===== src/rtl/core/lbp_pkg.sv =====
// lbp_pkg: shared constants, types and register codes for the 3x3 pattern block
// used by every module under rtl/core; depends on nothing else
`timescale 1ns / 1ps

package lbp_pkg;

    // frame geometry
    localparam int MAX_WIDTH  = 1024;
    localparam int MAX_HEIGHT = 4096;
    localparam int COL_W      = $clog2(MAX_WIDTH);
    localparam int ROW_W      = $clog2(MAX_HEIGHT);
    localparam int FW_W       = COL_W + 1;
    localparam int FH_W       = ROW_W + 1;
    localparam int PEND_W     = COL_W + 1;

    // channels and samples
    localparam int NUM_LANES  = 3;
    localparam int PIX_W      = 8;
    localparam int CH_W       = 2;
    localparam int LINE_W     = NUM_LANES * PIX_W;
    localparam int ENTRY_W    = 2 * LINE_W;
    localparam int NBR_N      = 8;

    // stream and register port widths
    localparam int IN_DATA_W  = LINE_W;
    localparam int RES_BITS   = LINE_W + COL_W + ROW_W;
    localparam int OUT_DATA_W = ((RES_BITS + 7) / 8) * 8;
    localparam int OUT_PAD_W  = OUT_DATA_W - RES_BITS;
    localparam int APB_AW     = 4;
    localparam int APB_DW     = 32;

    // register indexes (byte address bits [3:2])
    localparam logic [1:0] REG_FRAME_WIDTH   = 2'd0;
    localparam logic [1:0] REG_FRAME_HEIGHT  = 2'd1;
    localparam logic [1:0] REG_CHANNEL_COUNT = 2'd2;

    // register reset values
    localparam logic [FW_W-1:0] FW_RESET  = FW_W'(640);
    localparam logic [FH_W-1:0] FH_RESET  = FH_W'(480);
    localparam logic [CH_W-1:0] NCH_RESET = CH_W'(1);

    // request kinds on tuser
    localparam logic OP_PIXEL = 1'b0;
    localparam logic OP_DRAIN = 1'b1;

    // output buffer depth
    localparam logic [1:0] BUF_FULL = 2'd2;

    typedef logic [NBR_N-1:0][PIX_W-1:0] nbr_t;
    typedef logic [NUM_LANES-1:0][PIX_W-1:0] codes_t;
    typedef logic [2:0][2:0][LINE_W-1:0] win_t;

    // one result as it leaves the block
    typedef struct packed {
        logic             fend;
        logic [ROW_W-1:0] row;
        logic [COL_W-1:0] col;
        codes_t           codes;
    } res_t;

    // request held between line store read and window update
    typedef struct packed {
        logic              pixel;
        logic [COL_W-1:0]  addr;
        logic [LINE_W-1:0] px;
        logic              emit;
        logic [NBR_N-1:0]  ok;
        logic [COL_W-1:0]  col;
        logic [ROW_W-1:0]  row;
        logic              fend;
    } s1_t;

endpackage


===== src/rtl/core/lbp_lane.sv =====
// lbp_lane: eight centre-versus-neighbour compares for one channel
// neighbours outside the frame count as zero; uses lbp_pkg
`timescale 1ns / 1ps

module lbp_lane (
    input  logic [lbp_pkg::PIX_W-1:0] centre,
    input  lbp_pkg::nbr_t             nbrs,
    input  logic [lbp_pkg::NBR_N-1:0] ok,
    output logic [lbp_pkg::PIX_W-1:0] code
);
    import lbp_pkg::*;

    // one bit per neighbour, masked neighbours compare as zero
    always_comb
    begin
        for (int b = 0; b < NBR_N; b++)
        begin
            code[b] = ok[b] ? (centre > nbrs[b]) : (centre != '0);
        end
    end

endmodule


===== config.mk =====
export PLATFORM = sky130hd
export DESIGN_NAME = lbp_lane
export DESIGN_NICKNAME = d
export VERILOG_FILES = /design/src/rtl/core/lbp_pkg.sv /design/src/rtl/core/lbp_lane.sv
export SDC_FILE = /design/constraint.sdc
export NUM_CORES = 1
export LEC_CHECK = 0
export ABC_AREA = 1
export BUFFER_PORTS_ARGS = -buffer_cell sky130_fd_sc_hd__buf_2
export CORE_MARGIN = 2
export CORE_UTILIZATION = 28
export DETAILED_ROUTE_END_ITERATION = 7
export GPL_TIMING_DRIVEN = 0
export PLACE_DENSITY_LB_ADDON = 0.2
export SYNTH_ARGS = -nofsm -noshare
export SYNTH_HDL_FRONTEND = slang
export SYNTH_SLANG_ARGS = --single-unit

===== constraint.sdc =====
create_clock -name vclk -period 0.8
set_input_delay 0 -clock vclk [all_inputs]
set_output_delay 0 -clock vclk [all_outputs]
set_load 0.02 [all_outputs]

=== Word-level counts from Yosys, hierarchy flattened ===
Cells that the tools add are included.

* Output and inout port bits: 8
* Logic and storage cells: 17
* Register bits after elaboration: 0

* Multiplexer cells: 8
* Order comparisons: 8
* Reduce and logical (&&, ||, !) cells: 1

{| class="wikitable"
|+ Operators with widths
! kind !! number
|-
| 8-bit > comparator || 8
|-
| 1-bit 2-to-1 mux || 8
|-
| 8-bit nonzero test || 1
|}

=== Logic depth before layout (Yosys ltp) ===
Gate-level depths: netlist of the first run.

* Depth after elaboration: 2
* Depth in mapped cells: 11
* Mapped depth without buffers: 11

=== Worst setup path after synthesis of the first run ===
Ideal clock, no wire load.

* Path type: input port to output port
* Start: input port centre[0] in the netlist's numbering
* End: output port code[2] in the netlist's numbering
* Setup slack: -47 ps
* Stages on the path: 7
* Arrival: 847 ps
* Path buffers: 0
* Required time: 800 ps
* Path through: inv_1 -> ha_1 -> nand2_1 -> nor2_1 -> a21oi_1 -> nand2_1 -> nand2_1

* Word-level cells in the longest chain between the ends: 2

{| class="wikitable"
|+ RTL lines
! what !! RTL line !! source
|-
| start, declared || lbp_lane.sv:6 || <nowiki>input logic [lbp_pkg::PIX_W-1:0] centre,</nowiki>
|-
| 8-bit > comparator / 8-bit nonzero test (equally long branches) || lbp_lane.sv:18 || <nowiki>code[b] = ok[b] ? (centre > nbrs[b]) : (centre != '0);</nowiki>
|-
| 1-bit 2-to-1 mux * || lbp_lane.sv:18 ||
|-
| end, declared || lbp_lane.sv:9 || <nowiki>output logic [lbp_pkg::PIX_W-1:0] code</nowiki>
|}

Mark *: on every way between the ends. The rest lies on a longest branch, timed or not.

=== Final worst setup path of the first run ===
* Start: input port centre[0] in the netlist's numbering
* End: output port code[6] in the netlist's numbering

The elaborated chain is that of the path after synthesis.

==> out/metrics.yaml, run 1 <==
status: "finished, violations left"
violations: "setup timing"
tightest_slew_ns: 0.205
hp-class: "in2out"
power.density_nw_per_um2: 523
synth_top_area_cell: "ha_1"
peakVddDrop_mv: 0.219
dp_hpwl_mm: 4.23
die_area_um2: 7450
avgRoutedWirePerCell_um: 11.1
diodes: 0
synth-seq-area-share: 0
p_switching_w: 0.000817
power_frac_comb: 1.000
drt_iter0_drc: 40
area.sequential_um2: 0
layout_setup_ws_ns: -0.287
post-route-period-util: 1.36
start_util: 0.294
n_sequential_cell: 0
setup_violations: 8
drive_gt1_frac: 0.395
crit_type: "in2out"
grt_first_pass_wirelength_mm: 9.25
vias: 2123
place_area_um2: 2460
design_area_um2: 3020
die_y_um: 86.3
vias_per_cell: 4.29
grt.total_usage: 0.153
clkbuf_count: 0
synthTopCellsByArea: "ha_1 42%, nand2_1 21%, inv_1 18%"
power_frac_seq: 0
period_minus_slack_ns: 1.09
grt_pass1_vias: 2093
yosysMostFrequentCell: "nand2_1"
min-delay-start: "ok[2]"
finalHoldViolations: 0
wl_mm: 5.50
io_buffers: 88
core_um2: 6460
min_to: "code[2]"
final_nets: 564
totalPowerFinal_w: 0.00158
slew_headroom: 0.863
avgSynthCellArea_um2: 5.82
row_count: 29
synth_cells: 326
fp.dieW_um: 86.3
syn_nets: 470
synth-warning-count: 0
synth_common_cells: "104 x nand2_1, 89 x inv_1, 64 x ha_1, 24 x a21oi_1, 24 x nor2_1"
intPower_w: 0.000766
critPathCaptureType: "primary output"
drv_cap: 0
syn-cell-area_um2: 1900
clock.fmax_mhz: 920
drtPass1Iterations: 4
grt_max_degree: 10
antenna_found_initial: 0
cp_data_arrival_time_ns: 1.09
area_growth_pct: 59.4
cp.required_ns: 0.80
p_clk_frac: 0
grt_setup_unrepaired: "true"
critPathLaunchType: "input pin"
hold-path-cell-count: 5
grt_overflow_total: 0
pin_count: 88
synth_cell_types: 9
holdBufCountCts: 0
slew_viol_final: 0
cp_max_fo: 6
p_leak_nw: 1.81
yosys.area.top_type_share: 0.422
gp_congestion: 0.764
swShare: 0.516
fillers: 683
drc: 0
drt.antenna.violating_nets: 0
-- final cells by class --
class,instances,area (um2),share of cell area
multi-input combinational,237,2000,0.661
timing repair buffer,92,591,0.195
inverter,89,338,0.112
tap,77,96.3,0.0319
-- cells by family after synthesis --
logic type	after synthesis	share of synthesized area
simple gates	141	0.307
buf+inv	89	0.176
fa+ha+maj	64	0.422
compound gates	32	0.0950
-- critical path, stage by stage --
cell and delay, ns:
buf_8 0.08, clkinvlp_4 0.10, buf_12 0.16, ha_4 0.27, nand2_4 0.05, nor2_4 0.12, a21oi_2 0.06, nand2_1 0.08
nand2_2 0.05, buf_6 0.12
-- metrics by stage --
step,hold WS [ns],instances,setup TNS [ns],utilization,setup slack [ns]
floorplan,0.178,326,-0.00416,-,-0.00416
global placement,0.360,491,-3.67,0.380,-0.525
detailed placement,0.368,491,-3.62,0.380,-0.503
CTS,0.359,494,-1.96,0.464,-0.272
global route,0.383,495,-2.70,0.468,-0.370
finish,0.347,495,-2.03,0.468,-0.287
-- placed cells by master, fill, tap and decap left out --
cell | Yosys | layout
a21oi_2 | 0 | 3
nand2_2 | 0 | 17
a21o_1 | 8 | 8
buf_12 | 0 | 1
nand2_1 | 104 | 85
inv_1 | 89 | 82
nor2_4 | 1 | 3
a21oi_1 | 24 | 21
buf_6 | 0 | 14
buf_8 | 0 | 2
ha_4 | 0 | 28
ha_1 | 64 | 35
nor2_2 | 11 | 11
nand4_4 | 1 | 1
nor2_1 | 24 | 22
buf_4 | 0 | 3
buf_2 | 0 | 72
ha_2 | 0 | 1
inv_2 | 0 | 6
nand2_4 | 0 | 2
clkinvlp_4 | 0 | 1
-- routing by layer --
layer  track usage  part of all wire  vias up  routed length (um)
met1         0.183              0.44      894                2450
met5             0                 0        -                   0
met4        0.0114            0.0080        0                  44
met3        0.0114             0.045        4                 249
met2         0.306              0.50       47                2760
li1              -                 -     1178                   -
-- worst max path at each step --
| stage | startpoint | endpoint |
|---|---|---|
| after floorplan | centre[0] | code[2] |
| final | centre[0] | code[6] |
| after global routing | centre[0] | code[0] |
| after global placement | centre[0] | code[0] |
| after CTS | centre[0] | code[6] |
| after detailed placement | centre[0] | code[0] |
-- power by group through the flow --
stage / combinational (W) / clock (W) / sequential, W
floorplan: 0.000774 / 0 / 0
global placement: 0.00120 / 0 / 0
detailed placement: 0.00122 / 0 / 0
CTS: 0.00156 / 0 / 0
global route: 0.00183 / 0 / 0
finish: 0.00158 / 0 / 0
-- timing repair --
action                                  CTS  global route
hold endpoints to repair                  0             0
resized for setup                        86             7
endpoints found under the setup margin    8             8
pin swaps                                36            11
buffers inserted                          3             1
Power figures use the tool's default switching activity.
==> inputs of run 2 (changes only) <==
- CELL_PAD_IN_SITES_DETAIL_PLACEMENT: unset -> 0
- CELL_PAD_IN_SITES_GLOBAL_PLACEMENT: unset -> 1
==> out/metrics.yaml, run 2 (synthesis gave the netlist of run 1 again) <==
area.sequential_um2: 0
crit_type: "in2out"
status: "finished, violations left"
layout_setup_ws_ns: -0.293
cp_data_arrival_time_ns: 1.09
pin_count: 88
grt.total_usage: 0.152
die_y_um: 86.3
start_util: 0.294
clock.fmax_mhz: 915
drtPass1Iterations: 4
slew_headroom: 0.880
avgRoutedWirePerCell_um: 11.2
core_um2: 6460
dp_hpwl_mm: 4.36
post-route-period-util: 1.37
holdBufCountCts: 0
mostFrequentLayoutCells: "88 x nand2_1, 81 x inv_1, 72 x buf_2"
grt_overflow_total: 0
gp_congestion: 0.746
vias_per_cell: 4.30
wl_mm: 5.55
diodes: 0
slew_viol_final: 0
drive_gt1_frac: 0.411
tightest_slew_ns: 0.179
die_area_um2: 7450
period_minus_slack_ns: 1.09
layout_commonest_cell: "nand2_1"
drt_iter0_drc: 23
grt_max_degree: 10
grt_setup_unrepaired: "true"
drt.antenna.violating_nets: 0
final_nets: 564
io_buffers: 88
row_count: 29
n_sequential_cell: 0
stdcell_count: 495
finalHoldViolations: 0
grt_pass1_vias: 2215
cp.required_ns: 0.80
critPathLaunchType: "input pin"
clkbuf_count: 0
peakVddDrop_mv: 0.303
setup_tns_ns: -2.12
violations: "setup timing"
drc: 0
vias: 2128
p_leak_nw: 1.81
cp_max_fo: 3
area_growth_pct: 63.0
drv_cap: 0
antenna_found_initial: 0
critPathCaptureType: "primary output"
setup_violations: 8
power.density_nw_per_um2: 519
place_inst: 491
fp.dieW_um: 86.3
hp-class: "in2out"
totalPowerFinal_w: 0.00161
grt_first_pass_wirelength_mm: 9.41
[run 2: cell count changes in the layout (fill, tap and decap cells not counted)]
cell     change
ha_1         -6
ha_4         +6
nor2_2       +5
nand2_1      +3
nor2_1       -3
nand2_4      -2
nor2_4       -2
buf_12       +1
buf_4        -1
inv_1        -1
inv_2        +1
nand2_2      -1
[run 2: where the power goes]
group          switching [W]  leakage, nW  internal, W  total (W)
clock                      0            0            0          0
sequential                 0            0            0          0
combinational       0.000826         1.81     0.000780    0.00161
[run 2: metal layers]
layer,vias up,wire [um],GRT usage
met5,-,0,0
met3,0,193,0.00571
met4,0,0,0
li1,1178,-,-
met1,911,2620,0.195
met2,39,2730,0.297
[run 2: path summary, 6_finish.rpt]
| path | depth (start not counted) | start | slack [ns] | end |
|---|---|---|---|---|
| setup / recovery | 14 | centre[0] | -0.29 | code[4] |
| hold / removal | 5 | ok[4] | 0.35 | code[4] |
[run 2: timing repair]
item                                    CTS  global route
hold endpoints to repair                  0             0
pin swaps                                41            21
gates resized for setup                  90            13
cloned                                    0             0
endpoints found under the setup margin    8             8
setup buffers                             4             0
[run 2: cell type report]
type,instances,area [um2]
fill,709,3370
multi-input combinational,237,2050
timing repair buffer,92,603
inverter,89,338
tap,77,96.3
[run 2: worst max-delay path: stages]
cell and delay [ns]:
buf_8 0.08, clkinvlp_4 0.09, buf_6 0.15, ha_4 0.15, inv_2 0.03, nand2_1 0.04, nand2_1 0.05, nand2_1 0.06
nand2_1 0.09, nand2_1 0.07, nand2_2 0.06, nand2_2 0.05, nand2_2 0.07, buf_6 0.11
[run 2: stage by stage]
stage / utilization / instance area, um2 / worst slack, ns / hold slack [ns]
floorplan: - / 1920 / -0.00416 / 0.178
global placement: 0.380 / 2460 / -0.452 / 0.365
detailed placement: 0.380 / 2460 / -0.445 / 0.364
CTS: 0.470 / 3040 / -0.258 / 0.358
global route: 0.479 / 3090 / -0.392 / 0.380
finish: 0.479 / 3090 / -0.293 / 0.350
==> inputs of run 3 (changes only) <==
- CORE_UTILIZATION: 28 -> 29
==> out/metrics.yaml, run 3 (synthesis gave the netlist of run 1 again) <==
stdcell_count: 495
tightest_slew_ns: 0.188
dp_hpwl_mm: 4.40
cp_max_fo: 9
avgRoutedWirePerCell_um: 11.0
design_area_um2: 3020
layout_setup_ws_ns: -0.288
wl_mm: 5.46
io_buffers: 88
grt_max_degree: 10
p_leak_nw: 1.81
utilization: 0.476
antenna_found_initial: 0
n_sequential_cell: 0
status: "finished, violations left"
start_util: 0.299
violations: "setup timing"
crit_type: "in2out"
vias_per_cell: 4.29
peakVddDrop_mv: 0.303
drtPass1Iterations: 3
core_um2: 6350
drive_gt1_frac: 0.411
gp_congestion: 0.750
mostFrequentLayoutCells: "82 x inv_1, 80 x nand2_1, 72 x buf_2"
power.density_nw_per_um2: 531
clock.fmax_mhz: 920
area.sequential_um2: 0
grt_setup_unrepaired: "true"
swShare: 0.520
grt.total_usage: 0.154
p_switching_w: 0.000834
slew_viol_final: 0
place_inst: 491
die_area_um2: 7200
setup_violations: 8
die_y_um: 84.9
final_nets: 564
cp_data_arrival_time_ns: 1.09
period_minus_slack_ns: 1.09
drv_cap: 0
setup_tns_ns: -2.19
critPathLaunchType: "input pin"
grt_overflow_total: 0
finalHoldViolations: 0
grt_first_pass_wirelength_mm: 9.29
critPathCaptureType: "primary output"
diodes: 0
fp.dieW_um: 84.9
cp.required_ns: 0.80
intPower_w: 0.000771
power_frac_seq: 0
row_count: 29
p_clk_frac: 0
drc: 0
clkbuf_count: 0
layout_commonest_cell: "inv_1"
power_frac_comb: 1.000
drt.antenna.violating_nets: 0
vias: 2126
grt_pass1_vias: 2147
hp-class: "in2out"
slew_headroom: 0.875
place_area_um2: 2460
pin_count: 88
area_growth_pct: 59.2
drt_iter0_drc: 15
holdBufCountCts: 0
post-route-period-util: 1.36
run 3: cell counts in the layout (fill, tap and decap cells not counted):
Identical to the previous run, type by type.
run 3: repair_timing:
item | in CTS | in global routing
setup buffers | 4 | 0
hold endpoints to repair | 0 | 0
resized for setup | 85 | 9
setup endpoints to repair | 8 | 8
pin swaps | 44 | 13
run 3: power by group through the flow:
stage          logic [W]  clock network, W  registers (W)
2_1_floorplan   0.000774                 0              0
3_3_place_gp     0.00120                 0              0
3_5_place_dp     0.00123                 0              0
4_1_cts          0.00158                 0              0
5_1_grt          0.00184                 0              0
6_report         0.00160                 0              0
run 3: area by class of cell:
| cell class | count | area (um2) |
|---|---|---|
| fill | 679 | 3330 |
| multi-input combinational | 237 | 2000 |
| timing repair buffer | 92 | 583 |
| inverter | 89 | 338 |
| tap | 77 | 96.3 |
run 3: critical path: stages:
cell	delay [ns]
buf_6	0.15
ha_1	0.34
nand2_2	0.10
inv_1	0.05
nand2_2	0.06
nand2_2	0.05
nand2_1	0.05
nand2_1	0.04
nand2_1	0.07
nand2_2	0.05
buf_6	0.12
run 3: path summary, 6_finish.rpt:
check,startpoint,end,cells after the start
worst max-delay path,centre[3],code[3],11
worst min-delay path,ok[3],code[3],5
run 3: stage by stage:
stage	hold slack, ns	total power (W)	worst slack [ns]
6_report	0.350	0.00160	-0.288
5_1_grt	0.359	0.00184	-0.400
4_1_cts	0.361	0.00158	-0.290
3_5_place_dp	0.368	0.00123	-0.442
3_3_place_gp	0.362	0.00120	-0.464
2_1_floorplan	0.178	0.000774	-0.00416
run 3: per-layer routing:
layer	track usage	vias to the layer above	wire length [um]
li1	-	1181	-
met1	0.208	903	2650
met2	0.291	42	2620
met3	0.00389	0	182
met4	0	0	0
met5	0	-	0
