### src/rtl/core/lbp_pkg.sv
// lbp_pkg: shared constants, types and register codes for the 3x3 pattern block
// used by every module under rtl/core; depends on nothing else
`timescale 1ns / 1ps

package lbp_pkg;

    // frame geometry
    localparam int MAX_WIDTH  = 1024;
    localparam int MAX_HEIGHT = 4096;
    localparam int COL_W      = $clog2(MAX_WIDTH);
    localparam int ROW_W      = $clog2(MAX_HEIGHT);
    localparam int FW_W       = COL_W + 1;
    localparam int FH_W       = ROW_W + 1;
    localparam int PEND_W     = COL_W + 1;

    // channels and samples
    localparam int NUM_LANES  = 3;
    localparam int PIX_W      = 8;
    localparam int CH_W       = 2;
    localparam int LINE_W     = NUM_LANES * PIX_W;
    localparam int ENTRY_W    = 2 * LINE_W;
    localparam int NBR_N      = 8;

    // stream and register port widths
    localparam int IN_DATA_W  = LINE_W;
    localparam int RES_BITS   = LINE_W + COL_W + ROW_W;
    localparam int OUT_DATA_W = ((RES_BITS + 7) / 8) * 8;
    localparam int OUT_PAD_W  = OUT_DATA_W - RES_BITS;
    localparam int APB_AW     = 4;
    localparam int APB_DW     = 32;

    // register indexes (byte address bits [3:2])
    localparam logic [1:0] REG_FRAME_WIDTH   = 2'd0;
    localparam logic [1:0] REG_FRAME_HEIGHT  = 2'd1;
    localparam logic [1:0] REG_CHANNEL_COUNT = 2'd2;

    // register reset values
    localparam logic [FW_W-1:0] FW_RESET  = FW_W'(640);
    localparam logic [FH_W-1:0] FH_RESET  = FH_W'(480);
    localparam logic [CH_W-1:0] NCH_RESET = CH_W'(1);

    // request kinds on tuser
    localparam logic OP_PIXEL = 1'b0;
    localparam logic OP_DRAIN = 1'b1;

    // output buffer depth
    localparam logic [1:0] BUF_FULL = 2'd2;

    typedef logic [NBR_N-1:0][PIX_W-1:0] nbr_t;
    typedef logic [NUM_LANES-1:0][PIX_W-1:0] codes_t;
    typedef logic [2:0][2:0][LINE_W-1:0] win_t;

    // one result as it leaves the block
    typedef struct packed {
        logic             fend;
        logic [ROW_W-1:0] row;
        logic [COL_W-1:0] col;
        codes_t           codes;
    } res_t;

    // request held between line store read and window update
    typedef struct packed {
        logic              pixel;
        logic [COL_W-1:0]  addr;
        logic [LINE_W-1:0] px;
        logic              emit;
        logic [NBR_N-1:0]  ok;
        logic [COL_W-1:0]  col;
        logic [ROW_W-1:0]  row;
        logic              fend;
    } s1_t;

endpackage

### src/rtl/core/lbp_merge.sv
// lbp_merge: joins the lane codes with position, clears unused channels,
// and holds results in a two-entry output buffer; uses lbp_pkg
`timescale 1ns / 1ps

module lbp_merge (
    input  logic                         clk,
    input  logic                         rst_n,
    input  logic                         push,
    input  lbp_pkg::res_t                res_in,
    input  logic [lbp_pkg::CH_W-1:0]     nch,
    output logic                         space,
    output logic                         m_tvalid,
    input  logic                         m_tready,
    output logic [lbp_pkg::OUT_DATA_W-1:0] m_tdata,
    output logic                         m_tlast
);
    import lbp_pkg::*;

    res_t       merged;
    res_t       head_reg;
    res_t       skid_reg;
    logic [1:0] cnt_reg;
    logic       pop;

    // clear codes of channels not in use
    always_comb
    begin
        merged = res_in;
        for (int i = 0; i < NUM_LANES; i++)
        begin
            if (nch <= CH_W'(i))
            begin
                merged.codes[i] = '0;
            end
        end
    end

    assign pop   = (cnt_reg != 2'd0) && m_tready;
    assign space = (cnt_reg != BUF_FULL);

    // output buffer payload
    always_ff @(posedge clk)
    begin
        unique case ({push, pop})
            2'b10:
            begin
                if (cnt_reg == 2'd0)
                begin
                    head_reg <= merged;
                end
                else
                begin
                    skid_reg <= merged;
                end
            end
            2'b01:
            begin
                head_reg <= skid_reg;
            end
            2'b11:
            begin
                if (cnt_reg == 2'd1)
                begin
                    head_reg <= merged;
                end
                else
                begin
                    head_reg <= skid_reg;
                    skid_reg <= merged;
                end
            end
            default:
            begin
                head_reg <= head_reg;
            end
        endcase
    end

    // fill count
    always_ff @(posedge clk or negedge rst_n)
    begin
        if (!rst_n)
        begin
            cnt_reg <= 2'd0;
        end
        else if (push && !pop)
        begin
            cnt_reg <= cnt_reg + 2'd1;
        end
        else if (pop && !push)
        begin
            cnt_reg <= cnt_reg - 2'd1;
        end
    end

    assign m_tvalid = (cnt_reg != 2'd0);
    assign m_tdata  = {{OUT_PAD_W{1'b0}}, head_reg.row, head_reg.col, head_reg.codes};
    assign m_tlast  = head_reg.fend;

    // a full buffer is never pushed
    a_no_overflow: assert property (@(posedge clk) disable iff (!rst_n)
        (cnt_reg == BUF_FULL) |-> !push)
        else $error("output buffer pushed while full");

    // count stays within two entries
    a_cnt_range: assert property (@(posedge clk) disable iff (!rst_n)
        cnt_reg <= BUF_FULL)
        else $error("output buffer count out of range");

endmodule

### config.mk
export PLATFORM = sky130hd
export DESIGN_NAME = lbp_merge
export DESIGN_NICKNAME = d
export VERILOG_FILES = /design/src/rtl/core/lbp_pkg.sv /design/src/rtl/core/lbp_merge.sv
export SDC_FILE = /design/constraint.sdc
export NUM_CORES = 1
export LEC_CHECK = 0
export BUFFER_PORTS_ARGS = -buffer_cell sky130_fd_sc_hd__buf_2
export CAP_MARGIN = 20
export CELL_PAD_IN_SITES_DETAIL_PLACEMENT = 1
export CELL_PAD_IN_SITES_GLOBAL_PLACEMENT = 1
export CORE_MARGIN = 1
export CORE_UTILIZATION = 44
export CTS_BUF_LIST = sky130_fd_sc_hd__clkbuf_4
export DETAILED_ROUTE_END_ITERATION = 12
export GPL_TIMING_DRIVEN = 1
export HOLD_SLACK_MARGIN = 0.03
export MAX_ROUTING_LAYER = met4
export PLACE_DENSITY = 0.77
export SLEW_MARGIN = 20
export SYNTH_ARGS = -nofsm -noshare
export SYNTH_HDL_FRONTEND = slang
export SYNTH_SLANG_ARGS = --single-unit
### constraint.sdc
create_clock -name clk -period 5.09 [get_ports clk]
set_clock_uncertainty 0.05 [all_clocks]
set_input_delay 0.509 -clock clk [delete_from_list [all_inputs] [get_ports clk]]
set_output_delay 0.509 -clock clk [all_outputs]
set_load 0.02 [all_outputs]
After elaboration in Yosys (flattened, before gate mapping)

Index checks and enable logic that the tools add are counted.

Add/subtract/negate cells: 2
Magnitude comparators: 3
Equality and inequality tests: 8
Mux-type cells: 11
Reduce and logical (&&, ||, !) cells: 12

Operators with widths:

| kind                                                                             | number |
|---|---|
| 47-bit 2-to-1 mux                                                                | 4 |
| 47-bit one-hot mux with 3 select lines                                           | 1 |
| 47-bit one-hot mux with 2 select lines                                           | 1 |
| 8-bit 2-to-1 mux                                                                 | 3 |
| 2-bit != test, second input constant                                             | 4 |
| 2-bit nonzero test                                                               | 3 |
| 2-bit by 1-bit == test with 1-bit output, second input constant                  | 2 |
| 2-bit == test, second input constant                                             | 2 |
| 2-bit by 1-bit less-or-equal comparator with 1-bit output, second input constant | 2 |
| 2-bit 2-to-1 mux                                                                 | 2 |
| 1-bit logical AND                                                                | 3 |
| 3-bit AND reduction                                                              | 1 |
| 3-bit nonzero test                                                               | 1 |
| 2-bit by 1-bit adder with 2-bit output, second input constant                    | 1 |
| 2-bit less-or-equal comparator, second input constant                            | 1 |
| 1-bit zero test                                                                  | 2 |
| 2-bit zero test                                                                  | 1 |
| 2-bit AND reduction                                                              | 1 |
| 2-bit by 1-bit subtractor with 2-bit output, second input constant               | 1 |

Flip-flop bits (word level): 96
Input port bits: 53
Output and inout port bits: 51

Depth between registers and ports, before layout

Gate-level depths: netlist of run 1.

Depth in word-level cells: 5
Mapped depth: 9
Gate-level depth less buffers: 8

Worst setup path after synthesis of run 1

Ideal clock, no wire load.

Kind: register -> register
From: register cnt_reg[0]
To: register head_reg, in the netlist m_tdata[0] (enable)
Library setup time: 517 ps
Arrival: 4110 ps
Data required time: 4523 ps
Slack: 413 ps
Cell stages (with the launch flop): 5
Buffers on the path: 0
Clock period less this slack: 4677 ps
Path through: dfrtp_1 inv_1 ha_1 inv_1 o21ai_0

Cells in the longest elaborated chain, start to end: 5
Elaborated cells between the ends (all ways): 9

Ends and longest elaborated chain:

| item                                                                             | line            | source |
|---|---|---|
| start: declaration                                                               | lbp_merge.sv:22 | `logic [1:0] cnt_reg;` |
| start signal: assignment                                                         | lbp_merge.sv:88 | `cnt_reg <= cnt_reg + 2'd1;` |
| start signal: assignment                                                         | lbp_merge.sv:92 | `cnt_reg <= cnt_reg - 2'd1;` |
| 2-bit nonzero test *                                                             | -               |  |
| via m_tvalid                                                                     | lbp_merge.sv:12 | `output logic m_tvalid,` |
| 1-bit logical AND *                                                              | lbp_merge.sv:38 | `assign pop = (cnt_reg != 2'd0) && m_tready;` |
| 2-bit == test / 2-bit by 1-bit == test with 1-bit output (equally long branches) | lbp_merge.sv:44 | `unique case ({push, pop})` |
| 2-bit != test (no source line) / 3-bit nonzero test (equally long branches)      | -               |  |
| 2-bit AND reduction (no source line) *                                           | -               |  |
| end signal: assignment                                                           | lbp_merge.sv:49 | `head_reg <= merged;` |
| end signal: assignment                                                           | lbp_merge.sv:58 | `head_reg <= skid_reg;` |
| end signal: assignment                                                           | lbp_merge.sv:64 | `head_reg <= merged;` |
| end: declaration                                                                 | lbp_merge.sv:20 | `res_t head_reg;` |

The timed path passes the listed nets; every way through them passes the cells marked *.
A chain may end at the register's enable or synchronous reset.

Worst setup path after layout of run 1

From: register cnt_reg[0]
To: register skid_reg[13] in the netlist's numbering (enable)

Cells in the longest elaborated chain, start to end: 5
Elaborated cells between the ends (all ways): 10

Ends and longest elaborated chain:

| item                                                                        | line            | source |
|---|---|---|
| 2-bit nonzero test                                                          | lbp_merge.sv:38 |  |
| 1-bit logical AND                                                           | lbp_merge.sv:38 |  |
| 2-bit == test                                                               | lbp_merge.sv:44 |  |
| 2-bit != test (no source line) / 2-bit nonzero test (equally long branches) | -               |  |
| 3-bit AND reduction (no source line) *                                      | -               |  |
| end signal: assignment                                                      | lbp_merge.sv:53 | `skid_reg <= merged;` |
| end signal: assignment                                                      | lbp_merge.sv:69 | `skid_reg <= merged;` |
| end: declaration                                                            | lbp_merge.sv:21 | `res_t skid_reg;` |

Every way passes the cells marked *; elsewhere a longest branch is shown, timed or not.

==> flow_summary.yaml, run 1 <==
global_route:
  grt_use_met2_pct: 30.5
  grt_pass1_vias: 2295
  grt_use_total_pct: 18.3
  grtUsageMet1_pct: 21.4
  grt_pass1_wl_mm: 11.5
  antenna_found_initial: 0
  grt_start_max_net_pins: 48
  grt_busiest_layer: "met2"
  grt_overflow: 0
  grt_util_met3_pct: 4.05
floorplanning:
  die_w_um: 94.2
  num_rows: 33
  pin_count: 104
  start_util_pct: 45.5
  dieArea_um2: 8880
  die_h_um: 94.2
  coreArea_um2: 8220
cts:
  cts_htree_levels: 3
  cts_buffer_depth: 2
  clock_sinks: 96
  cts_setup_buffers: 0
  cts_tree: "built"
  cts_made_buffers: 9
  cts_root_buffer: "clkbuf_4"
  clkSlewWorstSetupHoldPaths_ps: 150
  insertion_delay_ps: 430
  ctsHoldBuffers: 1
  cts_resized: 0
worst_setup_path:
  crit_path_end_kind: "register"
  startpoint: "cnt_reg[0]$_DFFE_PN0P_"
  reg2reg_to: "skid_reg[13]$_DFFE_PP_"
  critical_path_peak_fanout: 25
  critical_path_arrival_ps: 3100
  critPathCapture: "skid_reg[13]$_DFFE_PP_"
  cp.required_ps: 5150
  rr_startpoint: "cnt_reg[0]$_DFFE_PN0P_"
  crit_path_start_kind: "register"
  r2r_slack_ps: 2040
  crit_type: "reg -> reg"
  reg2reg_depth: 7
timing:
  finalSetupViolCount: 0
  slew_viol_final: 0
  setup_ws_ps: 2040
  max_freq_mhz: 328
  period_minus_slack_ps: 3050
  relSlewSlack_pct: 37.5
  finalHoldViolCount: 0
  rsz0062_at_grt: "no"
  worst_slew_pin_slew_ps: 937
  finalSetupTns_ps: 0
  finalCritPeriodShare_pct: 59.8
yosys:
  synth_cell_types: 23
  synth.avg_cell_area_um2: 18.1
  synth.top_cell.area_share_pct: 75.4
  yosysTopAreaCell: "edfxtp_1"
  ys_seq_area_share_pct: 76.8
  synthCells: 207
  ys_warn_count: 0
  ys_ff_latch: 96
  yosys-top-cells-area: "edfxtp_1, a22o_1, ha_1"
  synth_area_um2: 3740
cells_and_area:
  largest_reg_flops: 47
  fillers: 828
  nets: 370
  area_growth_pct: 20.1
  drive_gt1_share_pct: 42.1
  diodes: 0
  fin_util_pct: 54.7
power_and_ir_drop:
  p_per_area_nw_per_um2: 569
  switching_power_uw: 878
  p_clk_share_pct: 17.6
  internal_power_mw: 1.68
  cellLeakagePower_nw: 1.87
  p_seq_share_pct: 50.7
  power_mw: 2.56
  peakVddDrop_uv: 402
  p_sw_share_pct: 34.3
  combinationalPowerShare_pct: 31.6
detailed_routing:
  drt_iter0_drc: 130
  vias: 2185
  routed_wl_mm: 7.40
  dr.pass1.iters: 4
  detail-route-antenna-nets: 0
  wl_per_cell_um: 17.6
  drc_errors: 0
  viasPerCell: 5.19
place:
  port_buffers: 101
  dpl.hpwl_mm: 4.77
  dp_slack_ps: 2020
  gp_congestion: 0.722
hold_path:
  holdCritPathClass: "in -> reg"
run_status:
  outcome: "complete, no violations"
flow_run:
  max-cap-violations: 0
critical path, cell delays in order, from the launching register on:
cell and delay, ps:
dfrtp_1 420, inv_1 80, ha_1 250, nor2b_1 210, ha_1 350, o21ai_0 200, a21oi_4 700, buf_4 450
cells in the final DEF (no fill, tap or decap):
| cell | instances |
|---|---|
| conb_1 | 2 |
| and3_2 | 3 |
| and3_1 | 5 |
| ha_1 | 6 |
| a21oi_4 | 1 |
| clkbuf_4 | 9 |
| and2_1 | 11 |
| clkinv_2 | 3 |
| dfrtp_1 | 2 |
| dlygate4sd3_1 | 1 |
| buf_2 | 101 |
| o21ai_0 | 2 |
| nor2b_1 | 1 |
| o21ai_4 | 2 |
| a21o_2 | 1 |
| a22o_1 | 47 |
| inv_6 | 2 |
| xor2_1 | 1 |
| inv_1 | 7 |
| edfxtp_1 | 94 |
| xnor2_1 | 1 |
| nand2_1 | 3 |
| bufinv_16 | 2 |
| and2_2 | 5 |
| or2_4 | 1 |
| buf_4 | 3 |
metal layers:
layer,part of all wire (%),vias up
met4,1.5,0
met1,42,1077
met5,0,-
li1,-,1021
met2,51,76
met3,5.8,11
cell families after synthesis:
| kind of cell | count (synthesis) | synth area share [%] |
|---|---|---|
| flip-flops | 96 | 76.8 |
| other | 1 | 0.100 |
| AND/OR/NAND/NOR | 29 | 4.98 |
| XOR/XNOR | 2 | 0.468 |
| AO/OA/AOI/OAI | 53 | 11.9 |
| adder cells (fa/ha/maj) | 6 | 2.01 |
| buffers and inverters | 20 | 3.81 |
cell usage after synthesis:
cell type and count:
nor2b_1 1, dfrtp_1 2, and2_1 11, and2_2 5, conb_1 1, or2_4 1, and3_2 3, xor2_1 1
buf_8 3, ha_1 6, buf_2 3, o21ai_1 1, xnor2_1 1, nand2_1 3, edfxtp_1 94, inv_1 7
buf_4 6, buf_6 1, a22o_1 47, and3_1 5, o21ai_0 3, a21oi_1 1, a21o_1 1
stage by stage:
stage / area (µm²) / hold WS [ps] / instances
after CTS: 4490 / 180 / 421
after global routing: 4490 / 173 / 421
after global placement: 4320 / 245 / 404
after detailed placement: 4320 / 247 / 404
after floorplan: 3750 / 163 / 208
final: 4490 / 207 / 421
layout make-up:
cell class	instances	area [µm²]	share of cell area, %
Sequential cell	96	2870	63.9
Multi-Input combinational cell	92	766	17.0
Timing Repair Buffer	105	538	12.0
Tap cell	105	131	2.92
Clock inverter	7	92.6	2.06
Clock buffer	9	67.6	1.50
Inverter	7	26.3	0.585
power by group through the flow:
stage                     combinational [mW]  clock [mW]  sequential (mW)
after CTS                              0.825       0.466             1.30
after floorplan                        0.361           0             1.53
after detailed placement               0.823           0             1.32
after global routing                   0.881       0.493             1.32
after global placement                 0.803           0             1.30
final                                  0.810       0.451             1.30
how the worst min path moves through the flow:
stage               startpoint                endpoint  slack (ps)  depth (start not counted)
floorplan                rst_n  cnt_reg[0]$_DFFE_PN0P_         160                          0
global placement         rst_n  cnt_reg[0]$_DFFE_PN0P_         250                          1
detailed placement       rst_n  cnt_reg[1]$_DFFE_PN0P_         250                          1
CTS                 res_in[28]  skid_reg[28]$_DFFE_PP_         180                          1
global route        res_in[43]  skid_reg[43]$_DFFE_PP_         170                          1
finish              res_in[43]  skid_reg[43]$_DFFE_PP_         210                          1
Note: power is estimated with default switching activity, not from simulation.
==> run 2: changes to the inputs <==
- clock period: 5.09 -> 2.97 ns (I/O delays scaled with it)
==> run 2 against run 1 <==
Wire length increased by 4.0%; register-to-register slack worse by 1500 ps; via count up 3.5%; combinational power rose by 81%; fmax increased by 27%; utilization rose by 3.6 points; highest routed layer unchanged.
==> flow_summary.yaml, run 2 (synthesis results as in run 1) <==
floorplanning:
  num_rows: 33
  coreArea_um2: 8220
  die_w_um: 94.2
  pin_count: 104
  start_util_pct: 45.5
  die_h_um: 94.2
  dieArea_um2: 8880
cells_and_area:
  fin_cells: 447
  drive_gt1_share_pct: 39.8
  fin_area_um2: 4790
  fin_util_pct: 58.3
  mostFrequentLayoutCells: "buf_2, edfxtp_1, a22o_1"
  final_common_cell: "buf_2"
  area_growth_pct: 28.0
  final-seq-area_um2: 2870
  nets: 396
  multiInputGateArea_um2: 766
  largest_reg_flops: 47
  fillers: 797
  diodes: 0
cts:
  insertion_delay_ps: 440
  cts_resized: 0
  cts_buffer_depth: 2
  cts_made_buffers: 9
  cts_root_buffer: "clkbuf_4"
  clkSlewWorstSetupHoldPaths_ps: 160
  cts_tree: "built"
  cts_htree_levels: 3
  clock_sinks: 96
  ctsHoldBuffers: 24
  cts_setup_buffers: 0
global_route:
  grt_pass1_vias: 2384
  grt_start_max_net_pins: 32
  antenna_found_initial: 0
  grt_use_total_pct: 19.2
  grt_pass1_wl_mm: 12.1
  grt_overflow: 0
worst_setup_path:
  cp_slowest_stage_delay_ps: 420
  crit_type: "reg -> reg"
  path_delay_family: "adder cells"
  crit_slowest_cell: "dfrtp_1"
  crit_path_start_kind: "register"
  cp_common_cell: "ha_1"
  critical_path_peak_fanout: 27
  crit_path_end_kind: "register"
  critical_path_arrival_ps: 2460
  path_buf_inv: 2
  cp.required_ps: 3030
  critical_path.cell_chain: "inv_1, ha_1, nor2b_1, ha_1, o21ai_0, a21oi_4, buf_4"
place:
  dpl-instance-area_um2: 4380
  dpl.hpwl_mm: 5.16
  gp_congestion: 0.703
  dp_slack_ps: 567
  port_buffers: 101
  dp.cells: 407
power_and_ir_drop:
  peakVddDrop_uv: 412
  p_per_area_nw_per_um2: 938
  internal_power_mw: 2.95
  p_seq_share_pct: 49.4
  p_sw_share_pct: 34.3
  power_mw: 4.49
  switching_power_mw: 1.54
  cellLeakagePower_nw: 1.98
  combinationalPowerShare_pct: 32.8
  p_clk_share_pct: 17.7
timing:
  finalHoldViolCount: 0
  finalSetupViolCount: 0
  finalSetupTns_ps: 0
  holdWs_ps: 101
  period_minus_slack_ps: 2400
  worst_slew_pin_slew_ps: 563
  relSlewSlack_pct: 62.3
  finalCritPeriodShare_pct: 80.9
  rsz0062_at_grt: "no"
  max_freq_mhz: 416
  setup_ws_ps: 567
  slew_viol_final: 0
detailed_routing:
  detail-route-antenna-nets: 0
  wl_per_cell_um: 17.2
  viasPerCell: 5.06
  vias: 2262
  dr.pass1.iters: 4
  routed_wl_mm: 7.69
  drt_iter0_drc: 72
  drc_errors: 0
hold_path:
  holdCritPathClass: "in -> reg"
flow_run:
  max-cap-violations: 0
run_status:
  outcome: "complete, no violations"
-- run 2: cell types whose count changed in the layout (fill, tap and decap cells not counted), sizes merged --
| cell | previous run | this run |
|---|---|---|
| dlygate4sd3 | 1 | 24 |
| clkinv | 3 | 0 |
| clkinvlp | 0 | 3 |
| buf | 104 | 107 |
-- run 2: path summary, 6_finish.rpt --
path	startpoint	endpoint	slack, ps	depth (start not counted)
worst max-delay path	cnt_reg[0]$_DFFE_PN0P_	skid_reg[13]$_DFFE_PP_	570	7
worst min-delay path	res_in[7]	skid_reg[7]$_DFFE_PP_	100	2
min in group asynchronous	rst_n	cnt_reg[1]$_DFFE_PN0P_	130	2
max in group asynchronous	rst_n	cnt_reg[0]$_DFFE_PN0P_	2650	2
worst max register to register	cnt_reg[0]$_DFFE_PN0P_	skid_reg[13]$_DFFE_PP_	570	7
worst min register to register	cnt_reg[0]$_DFFE_PN0P_	cnt_reg[0]$_DFFE_PN0P_	480	1
-- run 2: worst register-to-register path: stages (launching register included) --
cell,delay [ps]
dfrtp_1,420
inv_1,90
ha_1,230
nor2b_1,210
ha_1,360
o21ai_0,210
a21oi_4,150
buf_4,360
-- run 2: area by class of cell --
type                    instances  share of cell area, %
clock inverters                 7                   2.14
well taps                     105                   2.74
inverters                       7                  0.549
clock buffers                   9                   1.41
flip-flops and latches         96                   60.0
multi-input cells              92                   16.0
repair buffers                131                   17.2
-- run 2: power by group through the flow --
stage	clock, mW	combinational [mW]	sequential (mW)
after floorplan	0	0.638	2.59
after global placement	0	1.39	2.24
after detailed placement	0	1.47	2.26
after CTS	0.821	1.50	2.23
after global routing	0.868	1.60	2.26
final	0.797	1.47	2.22
-- run 2: metal layers --
| layer | up-vias | track usage (%) | wire length, µm |
|---|---|---|---|
| met5 | - | - | 0 |
| met4 | 0 | 8.46 | 127 |
| met3 | 9 | 2.67 | 326 |
| met2 | 72 | 32.4 | 3880 |
| met1 | 1103 | 23.0 | 3360 |
| li1 | 1078 | - | - |
==> run 3: changes to the inputs <==
- clock period: 2.97 -> 2.49 ns (I/O delays scaled with it)
==> run 3 against run 2 <==
Total power is 17% higher; clock power is 3.9% higher; register-to-register slack got worse by 370 ps; global-route usage increased by 0.21 points; first-iteration DRC count fell by 14%; worst hold slack got worse by 38 ps; sequential cell count unchanged; combinational power up 22%; critical path type unchanged.
==> flow_summary.yaml, run 3 (synthesis results as in run 1) <==
timing:
  rsz0062_at_grt: "no"
  holdWs_ps: 62.4
  finalSetupViolCount: 0
  period_minus_slack_ps: 2290
  setup_ws_ps: 201
  finalSetupTns_ps: 0
  relSlewSlack_pct: 60.3
  finalHoldViolCount: 0
  finalCritPeriodShare_pct: 91.9
  max_freq_mhz: 437
  slew_viol_final: 0
  worst_slew_pin_slew_ps: 593
cts:
  clkSlewWorstSetupHoldPaths_ps: 130
  cts_buffer_depth: 2
  cts_tree: "built"
  cts_root_buffer: "clkbuf_4"
  cts_htree_levels: 3
  insertion_delay_ps: 430
  cts_made_buffers: 9
  clock_sinks: 96
worst_setup_path:
  r2r_slack_ps: 200
  critical_path_peak_fanout: 20
  startpoint: "cnt_reg[0]$_DFFE_PN0P_"
  critPathCapture: "m_tdata[0]$_DFFE_PP_"
  critical_path_depth: 8
  path_delay_family: "adder cells"
  reg2reg_depth: 8
  rr_startpoint: "cnt_reg[0]$_DFFE_PN0P_"
  crit_path_start_kind: "register"
  critical_path.cell_chain: "inv_1, ha_1, nor2b_2, ha_2, nand2_1, o21ai_4, buf_4, a22o_1"
  cp.required_ps: 2730
  reg2reg_to: "m_tdata[0]$_DFFE_PP_"
  path_buf_inv: 2
  crit_path_end_kind: "register"
  crit_type: "reg -> reg"
  crit_slowest_cell: "dfrtp_1"
  cp_slowest_stage_delay_ps: 410
  critical_path_arrival_ps: 2530
cells_and_area:
  area_growth_pct: 27.3
  diodes: 0
  mostFrequentLayoutCells: "buf_2, edfxtp_1, a22o_1"
  nets: 397
  drive_gt1_share_pct: 40.1
  multiInputGateArea_um2: 777
  final-seq-area_um2: 2870
  largest_reg_flops: 47
  final_common_cell: "buf_2"
  fin_cells: 447
  fillers: 815
detailed_routing:
  viasPerCell: 5.19
  routed_wl_mm: 8.07
  dr.pass1.iters: 4
  drc_errors: 0
  wl_per_cell_um: 18.1
  detail-route-antenna-nets: 0
  drt_iter0_drc: 62
  vias: 2321
power_and_ir_drop:
  cellLeakagePower_nw: 1.97
  internal_power_mw: 3.43
  p_seq_share_pct: 50.4
  combinationalPowerShare_pct: 33.9
  p_clk_share_pct: 15.7
  switching_power_mw: 1.84
  p_sw_share_pct: 34.9
  peakVddDrop_uv: 668
  p_per_area_nw_per_um2: 1110
place:
  port_buffers: 101
  gp_congestion: 0.799
  dp.cells: 408
  dp_slack_ps: -40.1
  dpl.hpwl_mm: 5.36
floorplanning:
  num_rows: 33
  die_h_um: 94.2
  dieArea_um2: 8880
  pin_count: 104
  start_util_pct: 45.5
  coreArea_um2: 8220
  die_w_um: 94.2
global_route:
  grt_start_max_net_pins: 48
  grt_overflow: 0
  grt_pass1_wl_mm: 12.2
  antenna_found_initial: 0
  grt_use_total_pct: 19.4
  grt_pass1_vias: 2397
hold_path:
  holdCritPathClass: "in -> async"
run_status:
  outcome: "complete, no violations"
flow_run:
  max-cap-violations: 0
## run 3: cell count changes in the layout (fill, tap and decap cells not counted), sizes merged
| cell | change |
|---|---|
| inv | -2 |
| clkinv | +3 |
| bufinv | -1 |
| clkbuf | +1 |
| clkinvlp | -2 |
| buf | +1 |
## run 3: worst min path at each step
| stage | start | end | slack [ps] | cells past startpoint |
|---|---|---|---|---|
| 2_1_floorplan | rst_n | cnt_reg[0]$_DFFE_PN0P_ | -100 | 0 |
| 3_3_place_gp | rst_n | cnt_reg[0]$_DFFE_PN0P_ | -10 | 1 |
| 3_5_place_dp | rst_n | cnt_reg[0]$_DFFE_PN0P_ | -10 | 1 |
| 4_1_cts | res_in[2] | skid_reg[2]$_DFFE_PP_ | 30 | 2 |
| 5_1_grt | rst_n | cnt_reg[0]$_DFFE_PN0P_ | 40 | 2 |
| 6_report | rst_n | cnt_reg[0]$_DFFE_PN0P_ | 60 | 2 |
## run 3: metrics by stage
step	util, %	area, µm²	total power, mW
2_1_floorplan	-	3760	3.85
3_3_place_gp	53.3	4380	4.38
3_5_place_dp	53.3	4380	4.48
4_1_cts	58.0	4760	5.33
5_1_grt	58.0	4760	5.54
6_report	58.0	4760	5.28
## run 3: final cells by class
| cell class | instances | share of cell area [%] |
|---|---|---|
| inverters | 7 | 0.551 |
| clock inverters | 5 | 1.23 |
| flip-flops and latches | 96 | 60.3 |
| multi-input cells | 92 | 16.3 |
| repair buffers | 132 | 17.3 |
| well taps | 105 | 2.76 |
| clock buffers | 10 | 1.58 |
## run 3: worst reg2reg max path: stages, from the launching register on
cell	delay, ps
dfrtp_1	410
inv_1	80
ha_1	240
nor2b_2	180
ha_2	300
nand2_1	120
o21ai_4	240
buf_4	340
a22o_1	200
## run 3: power by group through the flow
stage / combinational, mW / clock (mW) / sequential (mW)
after floorplan: 0.765 / 0 / 3.09
after global placement: 1.72 / 0 / 2.66
after detailed placement: 1.78 / 0 / 2.70
after CTS: 1.83 / 0.845 / 2.66
after global routing: 1.93 / 0.908 / 2.70
final: 1.79 / 0.828 / 2.66
## run 3: timing repair
action | CTS | global route
endpoints found under the setup margin | 47 | 17
buffers inserted | 0 | 0
hold buffers | 24 | 0
endpoints found under the hold margin | 25 | 0
gates resized for setup | 1 | 1
## run 3: routing by layer
layer	up-vias	global-route usage [%]	wire [µm]
li1	1076	-	-
met1	1164	23.0	3380
met2	69	32.7	4250
met3	12	3.24	325
met4	0	8.33	119
met5	-	-	0
